File: config.mk
export PLATFORM = sky130hd
export DESIGN_NAME = sorted_timer_queue
export DESIGN_NICKNAME = d
export VERILOG_FILES = /design/src/hw/rtl/stq_pkg.sv /design/src/hw/rtl/stq_cell.sv /design/src/hw/rtl/sorted_timer_queue.sv
export SDC_FILE = /design/constraint.sdc
export NUM_CORES = 2
export LEC_CHECK = 0
export BUFFER_PORTS_ARGS = -buffer_cell sky130_fd_sc_hd__buf_4
export CAP_MARGIN = 5
export CELL_PAD_IN_SITES_DETAIL_PLACEMENT = 1
export CELL_PAD_IN_SITES_GLOBAL_PLACEMENT = 1
export CORE_ASPECT_RATIO = 1.25
export CORE_UTILIZATION = 51
export CTS_CLUSTER_DIAMETER = 80
export CTS_CLUSTER_SIZE = 25
export DETAILED_ROUTE_END_ITERATION = 6
export GPL_ROUTABILITY_DRIVEN = 0
export PLACE_DENSITY_LB_ADDON = 0.15
export SYNTH_ARGS = -nofsm -noshare
export SYNTH_HDL_FRONTEND = slang
export SYNTH_SLANG_ARGS = --single-unit
File: constraint.sdc
create_clock -name clk -period 7.8 [get_ports clk]
set_input_delay 0.78 -clock clk [delete_from_list [all_inputs] [get_ports clk]]
set_output_delay 0.78 -clock clk [all_outputs]
set_load 0.005 [all_outputs]
File: src/hw/rtl/stq_pkg.sv
// ----------------------------------------------------------------------------
// stq_pkg
// Shared constants and types of the sorted timer queue.
// ----------------------------------------------------------------------------
package stq_pkg;

    localparam int QUEUE_DEPTH = 16;
    localparam int CNT_W       = $clog2(QUEUE_DEPTH + 1);
    localparam int TIME_W      = 32;
    localparam int TAG_W       = 8;
    localparam int STATUS_W    = 2;

    localparam logic [STATUS_W-1:0] ST_ADDED = 2'd0;
    localparam logic [STATUS_W-1:0] ST_FIRED = 2'd1;
    localparam logic [STATUS_W-1:0] ST_EMPTY = 2'd2;
    localparam logic [STATUS_W-1:0] ST_FULL  = 2'd3;

    localparam logic ACT_ADD = 1'b0;
    localparam logic ACT_POP = 1'b1;

    typedef struct packed {
        logic [TIME_W-1:0] trigger;
        logic [TAG_W-1:0]  tag;
    } entry_t;

    // Command broadcast to every cell of the chain.
    typedef struct packed {
        logic ins;
        logic pop;
    } stq_ctrl_t;

endpackage

File: src/hw/rtl/stq_cell.sv
// ----------------------------------------------------------------------------
// stq_cell
// One slot of the sorted chain: holds an entry, keeps it, takes the new entry,
// or takes the word of its left or right neighbor.
// ----------------------------------------------------------------------------
module stq_cell
    import stq_pkg::*;
(
    input  logic      clk,
    input  stq_ctrl_t ctrl,
    input  logic      occupied,
    input  entry_t    new_entry,
    input  entry_t    left_entry,
    input  logic      left_keep,
    input  entry_t    right_entry,
    output entry_t    entry,
    output logic      keep
);

    entry_t entry_reg;
    entry_t entry_next;

    // Hold when this slot sorts strictly before the new trigger.
    assign keep  = occupied && (entry_reg.trigger < new_entry.trigger);
    assign entry = entry_reg;

    always_comb
    begin
        entry_next = entry_reg;
        if (ctrl.ins)
        begin
            if (!keep)
            begin
                entry_next = left_keep ? new_entry : left_entry;
            end
        end
        else if (ctrl.pop)
        begin
            entry_next = right_entry;
        end
    end

    always_ff @(posedge clk)
    begin
        entry_reg <= entry_next;
    end

endmodule

File: src/hw/rtl/sorted_timer_queue.sv
// ----------------------------------------------------------------------------
// sorted_timer_queue
// Pending timers kept in ascending trigger order in a shift-insert cell chain.
// ----------------------------------------------------------------------------
// Channel  | Handshake        | Fields
// ---------+------------------+----------------------------------------------
// command  | start / busy     | action, now_time, delay, tag
// result   | done (strobe)    | status, fired_tag, load_timer, load_value,
//          |                  | occupancy
//
// A word is taken when start is high and busy is low. The trigger sum is
// registered when the word is taken; the chain compares and shifts while
// busy is high; the result is shown for one cycle after that. Reset empties
// the queue at once. The receiver cannot stall; a new word may be taken
// while the previous result is shown.
// ----------------------------------------------------------------------------
module sorted_timer_queue
    import stq_pkg::*;
(
    input  logic                clk,
    input  logic                rst_n,
    input  logic                start,
    output logic                busy,
    input  logic                action,
    input  logic [TIME_W-1:0]   now_time,
    input  logic [TIME_W-1:0]   delay,
    input  logic [TAG_W-1:0]    tag,
    output logic                done,
    output logic [STATUS_W-1:0] status,
    output logic [TAG_W-1:0]    fired_tag,
    output logic                load_timer,
    output logic [TIME_W-1:0]   load_value,
    output logic [CNT_W-1:0]    occupancy
);

    logic                busy_reg;
    logic                act_reg;
    logic [TIME_W-1:0]   trig_reg;
    logic [TIME_W-1:0]   delay_reg;
    logic [TAG_W-1:0]    tag_reg;
    logic [CNT_W-1:0]    count_reg;
    logic [CNT_W-1:0]    count_next;

    logic                done_reg;
    logic [STATUS_W-1:0] status_reg;
    logic [STATUS_W-1:0] status_next;
    logic [TAG_W-1:0]    fired_tag_reg;
    logic [TAG_W-1:0]    fired_tag_next;
    logic                load_timer_reg;
    logic                load_timer_next;
    logic [TIME_W-1:0]   load_value_reg;
    logic [TIME_W-1:0]   load_value_next;

    stq_ctrl_t           ctrl;
    entry_t              new_entry;
    entry_t              cell_entry [QUEUE_DEPTH];
    logic [QUEUE_DEPTH-1:0] cell_keep;

    logic                accept;
    logic                full;
    logic                empty;

    assign accept    = start && !busy_reg;
    assign full      = (count_reg == CNT_W'(QUEUE_DEPTH));
    assign empty     = (count_reg == '0);
    assign new_entry = '{trigger: trig_reg, tag: tag_reg};

    always_ff @(posedge clk or negedge rst_n)
    begin
        if (!rst_n)
        begin
            busy_reg  <= 1'b0;
            done_reg  <= 1'b0;
            count_reg <= '0;
        end
        else
        begin
            busy_reg  <= accept;
            done_reg  <= busy_reg;
            count_reg <= count_next;
        end
    end

    // Register the word and its absolute trigger, and the result fields while busy.
    always_ff @(posedge clk)
    begin
        if (accept)
        begin
            act_reg   <= action;
            trig_reg  <= now_time + delay;
            delay_reg <= delay;
            tag_reg   <= tag;
        end
        if (busy_reg)
        begin
            status_reg     <= status_next;
            fired_tag_reg  <= fired_tag_next;
            load_timer_reg <= load_timer_next;
            load_value_reg <= load_value_next;
            occupancy      <= count_next;
        end
    end

    always_comb
    begin
        ctrl            = '{ins: 1'b0, pop: 1'b0};
        count_next      = count_reg;
        status_next     = ST_ADDED;
        fired_tag_next  = '0;
        load_timer_next = 1'b0;
        load_value_next = '0;
        if (busy_reg)
        begin
            if (act_reg == ACT_ADD)
            begin
                if (full)
                begin
                    status_next = ST_FULL;
                end
                else
                begin
                    ctrl.ins   = 1'b1;
                    count_next = count_reg + 1'b1;
                    // New entry becomes the head: arm the timer with its delay.
                    if (!cell_keep[0])
                    begin
                        load_timer_next = 1'b1;
                        load_value_next = delay_reg;
                    end
                end
            end
            else if (empty)
            begin
                status_next = ST_EMPTY;
            end
            else
            begin
                ctrl.pop       = 1'b1;
                count_next     = count_reg - 1'b1;
                status_next    = ST_FIRED;
                fired_tag_next = cell_entry[0].tag;
                if (count_reg != CNT_W'(1))
                begin
                    load_timer_next = 1'b1;
                    load_value_next = cell_entry[1].trigger - cell_entry[0].trigger;
                end
            end
        end
    end

    genvar gi;
    generate
        for (gi = 0; gi < QUEUE_DEPTH; gi++)
        begin : g_cell
            entry_t left_e;
            entry_t right_e;
            logic   left_k;

            if (gi == 0)
            begin : g_first
                assign left_e = '0;
                assign left_k = 1'b1;
            end
            else
            begin : g_mid
                assign left_e = cell_entry[gi-1];
                assign left_k = cell_keep[gi-1];
            end

            if (gi == QUEUE_DEPTH - 1)
            begin : g_last
                assign right_e = '0;
            end
            else
            begin : g_inner
                assign right_e = cell_entry[gi+1];
            end

            stq_cell u_cell (
                .clk         (clk),
                .ctrl        (ctrl),
                .occupied    (CNT_W'(gi) < count_reg),
                .new_entry   (new_entry),
                .left_entry  (left_e),
                .left_keep   (left_k),
                .right_entry (right_e),
                .entry       (cell_entry[gi]),
                .keep        (cell_keep[gi])
            );
        end
    endgenerate

    assign busy       = busy_reg;
    assign done       = done_reg;
    assign status     = status_reg;
    assign fired_tag  = fired_tag_reg;
    assign load_timer = load_timer_reg;
    assign load_value = load_value_reg;

`ifndef SYNTHESIS
    a_busy_then_done: assert property (@(posedge clk) disable iff (!rst_n)
        busy |=> done)
        else $error("result strobe missing after busy cycle");

    a_accept_sets_busy: assert property (@(posedge clk) disable iff (!rst_n)
        (start && !busy) |=> (busy && !$past(busy)))
        else $error("accepted word did not raise busy");

    a_occ_bound: assert property (@(posedge clk) disable iff (!rst_n)
        done |-> (occupancy <= CNT_W'(QUEUE_DEPTH)))
        else $error("occupancy beyond queue depth");

    a_full_no_load: assert property (@(posedge clk) disable iff (!rst_n)
        (done && status == ST_FULL) |-> (!load_timer && occupancy == CNT_W'(QUEUE_DEPTH)))
        else $error("dropped add loaded timer or queue not full");

    a_empty_no_load: assert property (@(posedge clk) disable iff (!rst_n)
        (done && status == ST_EMPTY) |-> (!load_timer && occupancy == '0))
        else $error("pop on empty queue changed state");
`endif

endmodule

After elaboration in Yosys (flattened, before gate mapping)

Cells that the tools add are included.

Register bits after elaboration: 768
Bits in latches: 0
RAM bits: 0
Bits in read-only memories: 0
Bits of input ports: 76
Word-level logic and storage cells: 221
Memories kept: 0

Add/subtract/negate cells: 4
$mul: 0
Divide/modulo/power cells: 0
$lt $le $gt $ge: 32
Equality and inequality tests: 18
Shift operators: 0
Multiplexer cells: 85
Bitwise operators: 1
Reduce and logical (&&, ||, !) cells: 37

Operators by type and width:

| cell                                                                 | count |
|---|---|
| 40-bit two-way mux                                                   | 63 |
| 32-bit < comparator                                                  | 16 |
| 32-bit two-way mux                                                   | 5 |
| 4-bit by 5-bit < comparator with 1-bit output (first input constant) | 8 |
| 32-bit adder                                                         | 1 |
| 2-bit != test (second input constant)                                | 16 |
| 2-bit AND reduction                                                  | 16 |
| 32-bit subtractor                                                    | 1 |
| 3-bit by 5-bit < comparator with 1-bit output (first input constant) | 4 |
| 5-bit two-way mux                                                    | 4 |
| 1-bit logical AND                                                    | 17 |
| 1-bit by 5-bit < comparator with 1-bit output (first input constant) | 2 |
| 2-bit by 5-bit < comparator with 1-bit output (first input constant) | 2 |
| 1-bit two-way mux                                                    | 9 |
| 2-bit two-way mux                                                    | 4 |
| 5-bit by 1-bit adder with 5-bit output (second input constant)       | 1 |
| 5-bit == test (second input constant)                                | 1 |
| 5-bit logical NOT                                                    | 1 |
| 5-bit by 1-bit != test with 1-bit output (second input constant)     | 1 |
| 5-bit by 1-bit subtractor with 5-bit output (second input constant)  | 1 |
| 2-bit nonzero test                                                   | 1 |
| 2-bit OR reduction                                                   | 1 |
| 1-bit logical NOT                                                    | 1 |
| 1-bit inverter                                                       | 1 |

Longest topological paths before layout

Word-level depth: 6
Depth in mapped cells: 14
Depth with buffers taken out: 12

Modules after synthesis

From an unflattened synthesis, not the netlist that was laid out.

Cells, all modules: 5306
Area, all modules: 52625.5 sq um

Modules (own cells, without submodules):

| module                          | times used | cells an instance | area each (sq um) |
|---|---|---|---|
| stq_cell (g_cell[0].u_cell ...) | 15         | 286               | 2803.9 |
| sorted_timer_queue              | 1          | 726               | 7732.4 |
| stq_cell (g_cell[9].u_cell)     | 1          | 290               | 2834.0 |

Least setup slack after synthesis

OpenSTA, ideal clock, no wires.

Path type: register to register
From: register trig_reg[1]
To: register g_cell[12].u_cell.entry_reg, in the netlist g_cell[12].u_cell.entry[0], enable pin
Data arrival time: 5120 ps
Required time: 7307 ps
Path slack: 2187 ps
Cell stages (with the launch flop): 13
Path buffers: 2
Cell sequence: edfxtp_1 buf_2 inv_1 ha_1 a21o_1 a21o_1 a21oi_1 o21ai_0 a2111oi_0 o21ai_1 clkbuf_1 a21oi_1 o21ai_0

Word-level cells in the longest chain between the ends: 4

RTL lines:

| item                                 | line                     | text |
|---|---|---|
| start, declared                      | sorted_timer_queue.sv:38 | `logic [TIME_W-1:0] trig_reg;` |
| start signal, assigned               | sorted_timer_queue.sv:90 | `trig_reg <= now_time + delay;` |
| 32-bit < comparator                  | stq_cell.sv:24           | `assign keep = occupied && (entry_reg.trigger < new_entry.trigger);` |
| 1-bit logical AND                    | stq_cell.sv:24           |  |
| 2-bit != test (no source line)       | n/a                      |  |
| 2-bit AND reduction (no source line) | n/a                      |  |
| end signal, assigned                 | stq_cell.sv:45           | `entry_reg <= entry_next;` |
| end, declared                        | stq_cell.sv:20           | `entry_t entry_reg;` |

Every way passes these cells.
A chain may end at the register's enable or synchronous reset.

==> impl_metrics.tcl <==
set metrics [dict create \
    path_clk_slew_ns 0.10 \
    initialDrtViolationCount 3197 \
    drt-vias-per-instance 6.62 \
    synth_area_per_cell_um2 10.0 \
    dp.cells 6435 \
    rsz0062_at_grt "no" \
    die_y_um 360 \
    yosysMostFrequentCell "nand2_1" \
    dieWidth_um 288 \
    grt.total_usage_pct 35.0 \
    slew_viol_final 0 \
    dominantRegCellSynth "edfxtp_1" \
    layout_setup_ws_ns 2.49 \
    drcViolationCount 5 \
    synth_edf_count 761 \
    max-cap-violations 0 \
    multi_input_area_um2 27800 \
    yosysWarnings 0 \
    ys_seq_area_share_pct 44.0 \
    area_growth_pct 6.96 \
    max_freq_mhz 188 \
    io_pins 126 \
    synth_top_area_share_pct 43.7 \
    timing.final.crit_period_ns 5.31 \
    port_buffers 125 \
    worst_slew_pin_slew_ns 1.26 \
    finalSetupViolCount 0 \
    worst_ep_required_time_ns 8.17 \
    final_core_util_pct 55.0 \
    syn_nets 5865 \
    finalClockSkew_ns 0.0485 \
    synth_top_area_cell "edfxtp_1" \
    placementRows 131 \
    num_antenna_cells 0 \
    fin_nets 5793 \
    relSlewSlack_pct 15.7 \
    synth_cell_type_count 79 \
    cts_root_buf "clkbuf_16" \
    violations "DRC" \
    vias 43100 \
    synth_area_leaders "edfxtp_1 44%, ha_1 13%, mux2i_1 6.2%, nand2_1 5.9%, o211ai_1 3.2%" \
    cts_resized 0 \
    cts_tree "built" \
    dr.pass1.iters 7 \
    critical_path.startpoint_type "flip-flop" \
    largest_register_ffs 640 \
    grt_max_degree 219 \
    h-tree-depth 2 \
    cts_buffer_depth 3 \
    grt_pass1_wl_mm 277 \
    antenna_found_initial 0 \
    cp.arrival_ns 5.68 \
    seq_area_um2 23000 \
    synthesis.area_um2 52300 \
    yosys-top-cells-count "821 x nand2_1, 761 x edfxtp_1, 561 x ha_1" \
    start_util_pct 51.4 \
    leakage_nw 22.7 \
    powerDensity_nw_per_um2 261 \
    path_class "reg -> reg" \
    fin_crit_sh_pct 68.0 \
    n_fill_cell 11200 \
    die_area_um2 104000 \
    status "finished, violations left" \
    antenna_left 0 \
    ys_ff_latch 768 \
    gr-total-overflow 0 \
    pre_cts_ws_ns 2.73 \
    worst-path-max-fanout 29 \
    holdWs_ns 0.280 \
    grt_pass1_vias 45800 \
    ctsHoldBuffers 1 \
    ir_worst_vdd_v 0.000181 \
    final-hold-violation-count 0 \
    hold_class "in -> reg" \
    drt-total-wl_mm 184 \
    cts_setup_buffers 0 \
    end_kind "flip-flop" \
    ys_async_sr_fraction_pct 0.911 \
    setup_tns_ns 0 \
    drive_above_1_share_pct 7.25 \
    core_um2 102000 \
    cts_sinks 768 \
    numCtsBuffers 45 \
    dp.final_hpwl_mm 132 \
    wire_per_inst_um 28.2 \
    fin_cells 6514 \
    clkLatencyLatePin_ns 0.67 \
    synthCells 5226 \
]
metrics by stage:
step	area [um^2]	total power [mW]
global placement	54400	11.5
CTS	56000	14.6
finish	56000	14.6
global route	56000	15.3
detailed placement	54400	11.7
floorplan	52300	9.73
per-layer routing:
layer / vias to the layer above / wire [um] / global-route usage (%)
li1: 19400 / - / -
met4: 0 / 13700 / 23.4
met5: - / 0 / 0
met2: 1459 / 92800 / 61.1
met3: 570 / 8310 / 3.64
met1: 21700 / 68900 / 40.2
power by group:
group | leakage, nW | switching (mW) | internal, mW
registers | 7.25 | 0.682 | 5.49
logic | 14.7 | 3.66 | 1.95
clock network | 0.733 | 1.64 | 1.22
total | 22.7 | 5.98 | 8.65
layout by cell type, fill, tap and decap left out, types with 79 or more instances in the layout:
cell type  synthesis  layout
a21o_1           192     192
a21oi_1          215     213
a22oi_1          122     122
and2_1            89      90
buf_4              4     200
edfxtp_1         761     761
ha_1             561     561
inv_1             97      97
mux2i_1          322     322
nand2_1          821     807
nand3_1          242     242
nand4_1           79      79
nor2_1           291     286
nor3_1           134     134
o211ai_1         222     222
o21ai_0          265     261
logic make-up after synthesis:
kind of cell	after synthesis	share of synthesized area, %
XOR/XNOR	49	0.820
AND/OR/NAND/NOR	1782	15.2
buffers and inverters	424	3.41
AO/OA/AOI/OAI	1277	16.0
adder cells (fa/ha/maj)	563	13.5
multiplexers	363	7.04
flip-flops	768	44.0
worst paths after layout:
check | cells after the start | end | startpoint | slack, ns
min reg2reg | 2 | load_value[15] | delay_reg[15] | 0.54
min in group asynchronous | 2 | count_reg[4] | rst_n | 0.47
max in group asynchronous | 2 | busy | rst_n | 7.18
max | 11 | g_cell[1].u_cell.entry[37] | trig_reg[31] | 2.49
min | 1 | tag_reg[7] | tag[7] | 0.28
max reg2reg | 11 | g_cell[1].u_cell.entry[37] | trig_reg[31] | 2.49
layout make-up:
| cell class | count | share of cell area [%] |
|---|---|---|
| Multi-Input combinational cell | 4034 | 49.6 |
| Clock buffer | 48 | 2.07 |
| Sequential cell | 768 | 41.2 |
| Clock inverter | 29 | 0.622 |
| Inverter | 97 | 0.651 |
| Tap cell | 1330 | 2.97 |
| Timing Repair Buffer | 208 | 2.90 |
critical path, stage by stage (launching register included):
cell,delay (ns)
edfxtp_1,0.70
inv_1,0.53
ha_1,0.47
nand3_1,0.13
nor2_1,0.25
nand2_1,0.11
nor4_1,0.62
o211ai_1,0.46
nand2_2,0.50
buf_4,0.66
mux2i_1,0.38
o21ai_0,0.16
No activity file was read; power rests on OpenSTA's default activity.
